**src/rtl/brtp_pkg.sv**
```systemverilog
// ----------------------------------------------------------------------------
// brtp_pkg
// Shared widths and constants of the base relocation table parser.
// ----------------------------------------------------------------------------
package brtp_pkg;

    // Field widths
    localparam int unsigned HW_W       = 16;
    localparam int unsigned DIR_W      = 32;
    localparam int unsigned ADDR_W     = 33;
    localparam int unsigned OFFSET_W   = 12;
    localparam int unsigned ENTRIES_W  = 31;

    // Configuration port
    localparam int unsigned CFG_ADDR_W = 3;
    localparam int unsigned CFG_DATA_W = 32;

    // Register indexes (byte address is four times the index)
    localparam logic [CFG_ADDR_W-3:0] REG_DIRECTORY_SIZE = 1'b0;

    // Entry halfword fields
    localparam logic [HW_W-1:0] TYPE_MASK   = 16'hf000;
    localparam logic [HW_W-1:0] OFFSET_MASK = 16'h0fff;

endpackage

```
**src/rtl/brtp_in_if.sv**
```systemverilog
// ----------------------------------------------------------------------------
// brtp_in_if
// Input channel: one halfword of the relocation directory per transfer.
// ----------------------------------------------------------------------------
interface brtp_in_if
    import brtp_pkg::*;
();
    logic            valid;
    logic            ready;
    logic [HW_W-1:0] halfword;
    logic            first;

    modport source (output valid, output halfword, output first, input ready);
    modport sink   (input valid, input halfword, input first, output ready);
endinterface

```
**src/rtl/brtp_out_if.sv**
```systemverilog
// ----------------------------------------------------------------------------
// brtp_out_if
// Output channel: one relocation address or end-of-table mark per transfer.
// ----------------------------------------------------------------------------
interface brtp_out_if
    import brtp_pkg::*;
();
    logic              valid;
    logic              ready;
    logic [ADDR_W-1:0] relocation_address;
    logic              has_address;
    logic              end_of_table;

    modport source (output valid, output relocation_address, output has_address,
                    output end_of_table, input ready);
    modport sink   (input valid, input relocation_address, input has_address,
                    input end_of_table, output ready);
endinterface

```
**src/rtl/brtp_cfg.sv**
```systemverilog
// ----------------------------------------------------------------------------
// brtp_cfg
// APB-style register file holding the relocation directory size.
// ----------------------------------------------------------------------------
module brtp_cfg
    import brtp_pkg::*;
(
    input  logic                  i_clk,
    input  logic                  i_rst_n,
    input  logic                  psel,
    input  logic                  penable,
    input  logic                  pwrite,
    input  logic [CFG_ADDR_W-1:0] paddr,
    input  logic [CFG_DATA_W-1:0] pwdata,
    output logic [CFG_DATA_W-1:0] prdata,
    output logic                  pready,
    output logic [DIR_W-1:0]      o_directory_size
);

    logic [DIR_W-1:0] r_directory_size;
    logic             hit;

    // Decode the register index from the word address
    assign hit = (paddr[CFG_ADDR_W-1:2] == REG_DIRECTORY_SIZE);

    // Capture a write transfer in its access cycle
    always_ff @(posedge i_clk) begin
        if (!i_rst_n) begin
            r_directory_size <= '0;
        end else if (psel && penable && pwrite && hit) begin
            r_directory_size <= pwdata[DIR_W-1:0];
        end
    end

    // Return the register on reads, zero elsewhere
    assign prdata           = hit ? r_directory_size : '0;
    assign pready           = 1'b1;
    assign o_directory_size = r_directory_size;

endmodule

```
**src/rtl/base_relocation_table_parser.sv**
```systemverilog
// ----------------------------------------------------------------------------
// base_relocation_table_parser
// Walks a PE-style base relocation directory delivered as 16-bit halfwords.
// Each block has a page base and a byte size (both low halfword first)
// followed by type/offset entries; a nonzero type yields page base plus
// offset, a zero type silences the rest of its block. Parsing ends on a zero
// or short block size, or once the bytes consumed reach directory_size, and
// that step carries end_of_table. A halfword with first set restarts the walk
// from any point. The block takes one halfword every cycle unless a held
// result stalls it; results are registered. The slowest path is the 33-bit
// byte-count add and compare that closes a block. Halfwords that produce
// nothing leave the output untouched, and no clearing pass follows reset.
// ----------------------------------------------------------------------------
module base_relocation_table_parser
    import brtp_pkg::*;
(
    input  logic                  i_clk,
    input  logic                  i_rst_n,
    brtp_in_if.sink               i_in,
    brtp_out_if.source            o_out,
    input  logic                  psel,
    input  logic                  penable,
    input  logic                  pwrite,
    input  logic [CFG_ADDR_W-1:0] paddr,
    input  logic [CFG_DATA_W-1:0] pwdata,
    output logic [CFG_DATA_W-1:0] prdata,
    output logic                  pready
);

    typedef enum logic [2:0] {
        PH_DONE    = 3'd0,
        PH_BASE_LO = 3'd1,
        PH_BASE_HI = 3'd2,
        PH_SIZE_LO = 3'd3,
        PH_SIZE_HI = 3'd4,
        PH_ENTRY   = 3'd5
    } t_phase;

    logic [DIR_W-1:0]     directory_size;

    t_phase               r_phase,          n_phase;
    logic [DIR_W-1:0]     r_page_base,      n_page_base;
    logic [DIR_W-1:0]     r_block_length,   n_block_length;
    logic [ENTRIES_W-1:0] r_entries_left,   n_entries_left;
    logic [ADDR_W-1:0]    r_bytes_consumed, n_bytes_consumed;
    logic                 r_skipping_rest,  n_skipping_rest;

    logic                 r_out_valid;
    logic [ADDR_W-1:0]    r_out_address;
    logic                 r_out_has;
    logic                 r_out_end;

    logic                 res_valid;
    logic [ADDR_W-1:0]    res_address;
    logic                 res_has;
    logic                 res_end;

    logic                 accept;
    t_phase               cur_phase;
    logic [DIR_W-1:0]     size_word;
    logic [DIR_W-1:0]     close_len;
    logic [ADDR_W-1:0]    bytes_sum;
    logic                 close_end;
    logic [ENTRIES_W-1:0] entries_dec;
    logic [ENTRIES_W-1:0] size_entries;

    // Configuration registers
    brtp_cfg u_cfg (
        .i_clk            (i_clk),
        .i_rst_n          (i_rst_n),
        .psel             (psel),
        .penable          (penable),
        .pwrite           (pwrite),
        .paddr            (paddr),
        .pwdata           (pwdata),
        .prdata           (prdata),
        .pready           (pready),
        .o_directory_size (directory_size)
    );

    // Take a halfword whenever the result register is free or being drained
    assign i_in.ready = !r_out_valid || o_out.ready;
    assign accept     = i_in.valid && i_in.ready;

    // Shared block-close arithmetic
    assign cur_phase    = i_in.first ? PH_BASE_LO : r_phase;
    assign size_word    = {i_in.halfword, r_block_length[HW_W-1:1], 1'b0};
    assign size_entries = size_word[DIR_W-1:1] - ENTRIES_W'(4);
    assign close_len    = (cur_phase == PH_SIZE_HI) ? size_word : r_block_length;
    assign bytes_sum    = r_bytes_consumed + {1'b0, close_len};
    assign close_end    = (bytes_sum >= {1'b0, directory_size});
    assign entries_dec  = r_entries_left - ENTRIES_W'(1);

    // Decode one halfword against the current phase
    always_comb begin
        n_phase          = r_phase;
        n_page_base      = r_page_base;
        n_block_length   = r_block_length;
        n_entries_left   = r_entries_left;
        n_bytes_consumed = r_bytes_consumed;
        n_skipping_rest  = r_skipping_rest;
        res_valid        = 1'b0;
        res_address      = '0;
        res_has          = 1'b0;
        res_end          = 1'b0;

        if (i_in.first) begin
            n_bytes_consumed = '0;
            n_skipping_rest  = 1'b0;
            n_entries_left   = '0;
        end

        if (i_in.first && (directory_size == '0)) begin
            // Empty directory: finish at once
            n_phase   = PH_DONE;
            res_valid = 1'b1;
            res_end   = 1'b1;
        end else begin
            case (cur_phase)
                PH_DONE: begin
                    n_phase = PH_DONE;
                end
                PH_BASE_LO: begin
                    n_page_base = {r_page_base[DIR_W-1:HW_W], i_in.halfword};
                    n_phase     = PH_BASE_HI;
                end
                PH_BASE_HI: begin
                    n_page_base = {i_in.halfword, r_page_base[HW_W-1:0]};
                    n_phase     = PH_SIZE_LO;
                end
                PH_SIZE_LO: begin
                    n_block_length = {r_block_length[DIR_W-1:HW_W], i_in.halfword};
                    n_phase        = PH_SIZE_HI;
                end
                PH_SIZE_HI: begin
                    n_block_length  = size_word;
                    n_skipping_rest = 1'b0;
                    if (size_word[DIR_W-1:3] == '0) begin
                        // Zero or malformed short size ends the table
                        n_phase   = PH_DONE;
                        res_valid = 1'b1;
                        res_end   = 1'b1;
                    end else begin
                        n_entries_left = size_entries;
                        if (size_entries == '0) begin
                            // Header-only block closes straight away
                            n_bytes_consumed = bytes_sum;
                            n_phase          = close_end ? PH_DONE : PH_BASE_LO;
                            res_valid        = close_end;
                            res_end          = close_end;
                        end else begin
                            n_phase = PH_ENTRY;
                        end
                    end
                end
                PH_ENTRY: begin
                    if ((i_in.halfword & TYPE_MASK) == '0) begin
                        n_skipping_rest = 1'b1;
                    end else if (!r_skipping_rest) begin
                        res_has     = 1'b1;
                        res_address = {1'b0, r_page_base}
                                      + ADDR_W'(i_in.halfword & OFFSET_MASK);
                    end
                    n_entries_left = entries_dec;
                    if (entries_dec == '0) begin
                        n_bytes_consumed = bytes_sum;
                        n_phase          = close_end ? PH_DONE : PH_BASE_LO;
                        res_end          = close_end;
                    end
                    res_valid = res_has || res_end;
                end
                default: begin
                    n_phase = PH_DONE;
                end
            endcase
        end
    end

    // Hold parser state and the result register
    always_ff @(posedge i_clk) begin
        if (!i_rst_n) begin
            r_phase          <= PH_DONE;
            r_page_base      <= '0;
            r_block_length   <= '0;
            r_entries_left   <= '0;
            r_bytes_consumed <= '0;
            r_skipping_rest  <= 1'b0;
            r_out_valid      <= 1'b0;
        end else begin
            if (accept) begin
                r_phase          <= n_phase;
                r_page_base      <= n_page_base;
                r_block_length   <= n_block_length;
                r_entries_left   <= n_entries_left;
                r_bytes_consumed <= n_bytes_consumed;
                r_skipping_rest  <= n_skipping_rest;
            end
            if (accept && res_valid) begin
                r_out_valid <= 1'b1;
            end else if (o_out.ready) begin
                r_out_valid <= 1'b0;
            end
        end
    end

    // Load result payload on a producing transfer
    always_ff @(posedge i_clk) begin
        if (accept && res_valid) begin
            r_out_address <= res_address;
            r_out_has     <= res_has;
            r_out_end     <= res_end;
        end
    end

    assign o_out.valid              = r_out_valid;
    assign o_out.relocation_address = r_out_address;
    assign o_out.has_address        = r_out_has;
    assign o_out.end_of_table       = r_out_end;

endmodule
```
**src/flat_wrapper.sv**
```systemverilog
// flat-port wrapper written by rule: the top's interface ports become plain ports
module base_relocation_table_parser_flat import brtp_pkg::*;
  (i_clk, i_rst_n, psel, penable, pwrite, paddr, pwdata, prdata, pready, i_in_valid, i_in_halfword, i_in_first, i_in_ready, o_out_valid, o_out_relocation_address, o_out_has_address, o_out_end_of_table, o_out_ready);
  brtp_in_if i_in_i ();
  brtp_out_if o_out_i ();
  input  logic i_clk;
  input  logic i_rst_n;
  input  logic psel;
  input  logic penable;
  input  logic pwrite;
  input  logic [CFG_ADDR_W-1:0] paddr;
  input  logic [CFG_DATA_W-1:0] pwdata;
  output logic [CFG_DATA_W-1:0] prdata;
  output logic pready;
  input wire logic [$bits(i_in_i.valid)-1:0] i_in_valid;
  input wire logic [$bits(i_in_i.halfword)-1:0] i_in_halfword;
  input wire logic [$bits(i_in_i.first)-1:0] i_in_first;
  output wire logic [$bits(i_in_i.ready)-1:0] i_in_ready;
  output wire logic [$bits(o_out_i.valid)-1:0] o_out_valid;
  output wire logic [$bits(o_out_i.relocation_address)-1:0] o_out_relocation_address;
  output wire logic [$bits(o_out_i.has_address)-1:0] o_out_has_address;
  output wire logic [$bits(o_out_i.end_of_table)-1:0] o_out_end_of_table;
  input wire logic [$bits(o_out_i.ready)-1:0] o_out_ready;
  assign i_in_i.valid = i_in_valid;
  assign i_in_i.halfword = i_in_halfword;
  assign i_in_i.first = i_in_first;
  assign i_in_ready = i_in_i.ready;
  assign o_out_valid = o_out_i.valid;
  assign o_out_relocation_address = o_out_i.relocation_address;
  assign o_out_has_address = o_out_i.has_address;
  assign o_out_end_of_table = o_out_i.end_of_table;
  assign o_out_i.ready = o_out_ready;
  base_relocation_table_parser u_core (.i_clk(i_clk), .i_rst_n(i_rst_n), .i_in(i_in_i), .o_out(o_out_i), .psel(psel), .penable(penable), .pwrite(pwrite), .paddr(paddr), .pwdata(pwdata), .prdata(prdata), .pready(pready));
endmodule
```
**config.mk**
```make
export PLATFORM = sky130hd
export DESIGN_NAME = base_relocation_table_parser_flat
export DESIGN_NICKNAME = d
export VERILOG_FILES = /design/src/rtl/brtp_pkg.sv /design/src/rtl/brtp_in_if.sv /design/src/rtl/brtp_out_if.sv /design/src/rtl/brtp_cfg.sv /design/src/rtl/base_relocation_table_parser.sv /design/src/flat_wrapper.sv
export SDC_FILE = /design/constraint.sdc
export NUM_CORES = 1
export LEC_CHECK = 0
export BUFFER_PORTS_ARGS = -buffer_cell sky130_fd_sc_hd__buf_2
export CORE_ASPECT_RATIO = 0.75
export CORE_MARGIN = 4
export CORE_UTILIZATION = 55
export CTS_CLUSTER_SIZE = 28
export DETAILED_ROUTE_END_ITERATION = 6
export GPL_TIMING_DRIVEN = 1
export PLACE_DENSITY = 0.75
export SLEW_MARGIN = 40
export SYNTH_ARGS = -nofsm -noshare
export SYNTH_HDL_FRONTEND = slang
export SYNTH_SLANG_ARGS = --single-unit
```
**constraint.sdc**
```tcl
create_clock -name i_clk -period 10.95 [get_ports i_clk]
set_input_delay 2.19 -clock i_clk [delete_from_list [all_inputs] [get_ports i_clk]]
set_output_delay 2.19 -clock i_clk [all_outputs]
set_load 0.005 [all_outputs]
```
==> results.yml, run 1 <==
sta:
  worst_pin_slew_ns: 0.831
  maxSlewViolCount: 0
  timing.slew.headroom: 0.444
  tns_ns: 0
  fmax_mhz: 118
  rsz0062_at_grt: "no"
  timing.final.crit_share: 0.775
  fin_skew_ns: 0.0203
  final-setup-viol-count: 0
  holdWs_ns: 0.458
  period_needed_ns: 8.49
  final_hold_viol_count: 0
cts:
  cts_buffers: 17
  cts.clk_slew.worst_paths_ns: 0.08
  hold_buffers: 0
  htreeDepth: 4
  clock_sinks: 200
  cts_resized: 0
  cts_tree: "yes"
  clk-insertion-delay-late_ns: 0.46
  cts_buffer_depth: 2
  root_buffer: "clkbuf_16"
  post-cts-setup-buffer-count: 0
floorplan:
  dieArea_sq_um: 26800
  num_io_pins: 129
  die_w_um: 188
  die_h_um: 143
  core_area_sq_um: 23900
  start_util: 0.557
  rows: 49
logic_synthesis:
  synth-async-reset-ratio: 0
  syn_avg_cell_area_sq_um: 7.71
  ys_dominant_reg_cell: "dfxtp_1"
  ys_seq_area_frac: 0.327
  synthesis.area_sq_um: 13300
  yosys-top-cells-area: "dfxtp_1, edfxtp_1, nand2_1"
  yosysTopAreaCell: "dfxtp_1"
  synth.top_cell.area_share: 0.248
  ys_warn_count: 0
  synth_edf_count: 35
  synth_seq_cells: 200
  netlist_instances: 1728
  synth_cell_types: 80
  synth.net_count: 1871
job:
  maxCapViolations: 0
cells_and_area:
  drive_gt1_frac: 0.113
  multi_input_area_sq_um: 8350
  sequential_cell_area_sq_um: 4350
  nets: 1920
  area_growth_pct: 10.3
  layout_commonest_cell: "nand2_1"
  nFillCells: 2099
  final_cell_mix: "nand2_1, nor2_1, dfxtp_1"
critical_path:
  startpoint: "i_in_first"
  start_kind: "input pin"
  critPathCaptureType: "register"
  crit_type: "in2reg"
  arrival_ns: 8.65
  crit_fanout: 22
  r2r_start: "u_core.r_phase[2]"
  cp.required_ns: 11.11
routing:
  wl_per_cell_um: 18.8
  vias: 13300
  viasPerCell: 6.32
  drt-pass1-iter-count: 7
  ant_nets: 0
  drt_iter0_markers: 1440
  drc: 14
  finalWirelength_um: 39400
outcome:
  violations: "design-rule violations"
  status: "complete, but fails checks"
placed_design:
  dp_hpwl_um: 28100
  portBuffers: 125
  globalplace.congestion: 0.934
worst_hold_path:
  min_from: "u_core.r_block_length[20]"
  holdCritPathClass: "reg2reg"
global_routing:
  grt_max_degree: 79
  grt_overflow_total: 0
  grt_pass1_vias: 12100
  grt_first_pass_wirelength_um: 62700
  grt_use_total: 0.285
  antenna_found_initial: 1
power_and_ir_drop:
  p_per_area_nw_per_um2: 112
  power_leakage_nw: 5.97
  max-vdd-ir-drop_mv: 0.113
-- stage by stage --
step	utilization	instances	setup slack, ns	power, mW	instance area [sq um]
2_1_floorplan	-	1728	2.50	0.908	13300
3_3_place_gp	0.586	2063	2.00	0.964	14000
3_5_place_dp	0.588	2064	1.87	0.970	14000
4_1_cts	0.614	2096	2.33	1.65	14700
5_1_grt	0.614	2096	2.06	1.70	14700
6_report	0.615	2097	2.46	1.65	14700
-- cell families after synthesis --
| family | Yosys count | share of synthesized area |
|---|---|---|
| buffers and inverters | 170 | 0.0514 |
| xor gates and xnor gates | 86 | 0.0565 |
| other | 1 | 0.000281 |
| adders and majority gates | 84 | 0.0800 |
| AOI/OAI and AO/OA | 414 | 0.200 |
| DFF | 200 | 0.327 |
| and+or+nand+nor | 755 | 0.272 |
| muxes | 18 | 0.0135 |
-- power breakdown --
part           total (mW)  internal, mW  switching (mW)
combinational       0.189        0.0625           0.126
sequential          0.770         0.760          0.0102
clock               0.693         0.371           0.323
total                1.65          1.19           0.459
-- state kept, by name, summed over array words and instances (netlist names) --
name                             flops
u_core.o_out.valid                   1
u_core.o_out.end_of_table            1
u_core.r_bytes_consumed             33
u_core.r_page_base                  32
u_core.r_phase                       3
u_core.o_out.relocation_address     33
u_core.r_entries_left               31
u_core.r_block_length               32
u_core.u_cfg.o_directory_size       32
u_core.r_skipping_rest               1
u_core.o_out.has_address             1
-- area by class of cell --
cell class / count / share of cell area
antenna: 1 / 0.000170
clock buffer: 18 / 0.0292
clock inverter: 14 / 0.0140
inverter: 63 / 0.0163
multi-input combinational: 1358 / 0.568
sequential: 200 / 0.296
tap: 306 / 0.0261
timing repair buffer: 137 / 0.0495
-- layer usage --
| metal | part of all wire | wire length [um] | vias up | track usage |
|---|---|---|---|---|
| met5 | 0.00043 | 17 | - | 0 |
| met4 | 0.015 | 581 | 2 | 0.0653 |
| met3 | 0.093 | 3670 | 65 | 0.0760 |
| met2 | 0.45 | 17700 | 581 | 0.451 |
| met1 | 0.44 | 17500 | 6329 | 0.394 |
| li1 | - | - | 6273 | - |
-- critical path, cell delays in order --
cell	delay [ns]
buf_2	0.21
nor2_1	0.23
nand2_2	0.34
and2_1	0.30
ha_1	0.24
a21oi_1	0.22
nor2_1	0.10
o2111ai_1	0.47
a211oi_1	0.16
a2111oi_0	0.67
a211oi_1	0.18
or3_1	0.35
xor2_1	0.17
ha_1	0.31
nand2_1	0.06
or2_2	0.33
nor4b_1	0.46
a21o_1	0.19
a21oi_1	0.05
o21ai_0	0.25
o22ai_1	0.30
a21oi_4	0.60
buf_8	0.26
-- synthesized netlist by cell type, drive strengths merged, types with 7 or more instances --
cell type and n:
nand2 274, nand3b 7, and3 16, buf 19, and2 16, a211oi 17, nand3 51, dfxtp 165
nor3b 9, a21oi 158, a2111oi 10, o22ai 18, a31oi 10, nor3 38, clkbuf 88, edfxtp 35
inv 61, xor2 32, mux2i 18, a21boi 8, a21o 26, a22o 29, or4 10, nor2b 19
nor4 38, nor4b 9, nand2b 12, or3 16, xnor2 54, o31ai 8, nand4 28, o32ai 7
ha 82, nor2 192, a22oi 16, o21ai 57
-- worst paths after layout --
| check | end | depth (start not counted) | slack [ns] |
|---|---|---|---|
| worst max-delay path | u_core.o_out.relocation_address[25] | 23 | 2.46 |
| worst max register to register | u_core.o_out.relocation_address[25] | 22 | 3.74 |
| worst min register to register | u_core.r_block_length[20] | 2 | 0.46 |
| worst min-delay path | u_core.r_block_length[20] | 2 | 0.46 |
No activity file was read; power rests on OpenSTA's default activity.
==> inputs of run 2 (changes only) <==
PLACE_DENSITY = 0.78   (was 0.75)
clock period = 7.75 ns   (was 10.95 ns; I/O delays follow)
==> run 2 against run 1 <==
  * The flow now finishes without violations
  * Global-route usage hardly changed
  * Sequential share of layout area down 0.063 points
  * Critical path type unchanged
  * Register-to-register slack worse by 2.5 ns
  * Critical endpoint unchanged
  * Clock power is 35% higher
  * Worst setup slack got worse by 1.7 ns
  * Flip-flop and latch count unchanged
  * Highest routed layer unchanged
  * Cell area grew 0.21%
==> results.yml, run 2 (same netlist as run 1, synthesis figures left out) <==
sta:
  setup_ws_ns: 0.777
  final_hold_viol_count: 0
  timing.slew.headroom: 0.464
  maxSlewViolCount: 0
  fin_skew_ns: 0.0167
  rsz0062_at_grt: "no"
  period_needed_ns: 6.97
  tns_ns: 0
  worst_pin_slew_ns: 0.805
  timing.final.crit_share: 0.900
  fmax_mhz: 143
  final-setup-viol-count: 0
worst_hold_path:
  min_from: "u_core.r_block_length[28]"
  hold_depth: 2
  holdCritPathClass: "reg2reg"
  min_delay_worst_endpoint: "u_core.r_block_length[28]"
critical_path:
  critPathCaptureType: "register"
  crit_cells: 24
  ff2ff_path_depth: 23
  start_kind: "input pin"
  critPathSlowestCell: "o22ai_1"
  r2r_start: "u_core.r_phase[2]"
  cp.required_ns: 7.91
  arrival_ns: 7.14
  cp_cell_sequence: "buf_2 -> nor2_1 -> nand2_1 -> buf_4 -> o21ai_0 -> ha_1 -> a21oi_1 -> nor2_1 -> a211oi_1 -> o211a_1 -> a21boi_0 -> o21ai_0 -> nor3b_1 -> a311o_1 -> ha_1 -> a211oi_1 -> o21ai_0 -> a2111oi_0 -> o31ai_1 -> a21oi_1 -> o21ai_0 -> o22ai_1 -> a21oi_4 -> buf_4"
  crit_family: "compound AO/OA/AOI/OAI gates"
  r2r_slack_ns: 1.23
  r2r_end: "u_core.o_out.relocation_address[25]"
  startpoint: "i_in_first"
  crit_fanout: 35
  cp_common_cell: "o21ai_0"
  cpPeakStageDelay_ns: 0.44
  crit_type: "in2reg"
  crit_buf_inv: 3
power_and_ir_drop:
  power_leakage_nw: 6.01
  swShare: 0.299
  internal-power_mw: 1.61
  max-vdd-ir-drop_mv: 0.168
  power_frac_seq: 0.474
  p_per_area_nw_per_um2: 156
  switchingPower_mw: 0.685
  share_comb_of_total_power: 0.118
  power_frac_clock: 0.408
routing:
  drt-pass1-iter-count: 6
  ant_nets: 0
  drc: 0
  wl_per_cell_um: 18.8
  drt_iter0_markers: 1598
  vias: 13300
  viasPerCell: 6.29
  finalWirelength_um: 39700
floorplan:
  rows: 49
  core_area_sq_um: 23900
  die_h_um: 143
  die_w_um: 188
  num_io_pins: 129
  start_util: 0.557
  dieArea_sq_um: 26800
cts:
  clock_sinks: 200
  post-cts-setup-buffer-count: 0
  cts.clk_slew.worst_paths_ns: 0.08
  cts_resized: 0
  cts_buffers: 17
  clk-insertion-delay-late_ns: 0.47
  cts_tree: "yes"
  hold_buffers: 0
  cts_buffer_depth: 2
  htreeDepth: 4
  root_buffer: "clkbuf_16"
global_routing:
  grt_pass1_vias: 12100
  grt_overflow_total: 0
  grt_first_pass_wirelength_um: 62800
  grt_use_total: 0.285
  antenna_found_initial: 1
  grt_max_degree: 75
placed_design:
  globalplace.congestion: 0.942
  place_area_sq_um: 14100
  place_inst: 2075
  place_ws_ns: 0.483
  dp_hpwl_um: 28300
  portBuffers: 125
cells_and_area:
  fin_area_sq_um: 14700
  nFillCells: 2087
  nets: 1931
  final_cell_mix: "nand2_1, nor2_1, dfxtp_1"
  final_cells: 2107
  drive_gt1_frac: 0.118
  layout_commonest_cell: "nand2_1"
  diodes: 0
  area_growth_pct: 10.5
outcome:
  status: "finished clean"
job:
  maxCapViolations: 0
-- run 2: worst max path at each step --
stage                                     endpoint  slack [ns]
2_1_floorplan            u_core.o_out.end_of_table        0.71
3_3_place_gp   u_core.o_out.relocation_address[25]        0.56
3_5_place_dp   u_core.o_out.relocation_address[25]        0.48
4_1_cts        u_core.o_out.relocation_address[25]        0.90
5_1_grt         u_core.o_out.relocation_address[2]        0.27
6_report       u_core.o_out.relocation_address[25]        0.78
-- run 2: worst min-delay path, delay by kind of cell (launching register included) --
| kind | cells | cell delay, ns |
|---|---|---|
| simple gates | 1 | 0.05 |
| compound gates | 1 | 0.05 |
| flops | 1 | 0.32 |
-- run 2: final cells by class --
| cell class | count | area (sq um) | share of cell area |
|---|---|---|---|
| clock buffers | 17 | 425 | 0.0289 |
| clock inverters | 15 | 183 | 0.0124 |
| inverters | 63 | 239 | 0.0162 |
| multi-input cells | 1358 | 8340 | 0.567 |
| flip-flops and latches | 200 | 4350 | 0.296 |
| well taps | 306 | 383 | 0.0260 |
| repair buffers | 148 | 798 | 0.0542 |
-- run 2: layer usage --
layer,wire [um],GRT usage
met1,17300,0.397
met2,17700,0.447
met3,3880,0.0738
met4,812,0.0734
met5,12,0
-- run 2: stage by stage --
stage	hold slack (ns)	util	power, mW
2_1_floorplan	0.436	-	1.28
3_3_place_gp	0.442	0.590	1.37
3_5_place_dp	0.447	0.590	1.37
4_1_cts	0.458	0.616	2.29
5_1_grt	0.478	0.616	2.37
6_report	0.458	0.616	2.29
-- run 2: power by group through the flow --
| stage | clock, mW | sequential, mW | combinational, mW |
|---|---|---|---|
| after global routing | 0.992 | 1.09 | 0.289 |
| after CTS | 0.945 | 1.09 | 0.262 |
| after detailed placement | 0 | 1.11 | 0.260 |
| after floorplan | 0 | 1.11 | 0.175 |
| after global placement | 0 | 1.11 | 0.255 |
| final | 0.935 | 1.09 | 0.271 |
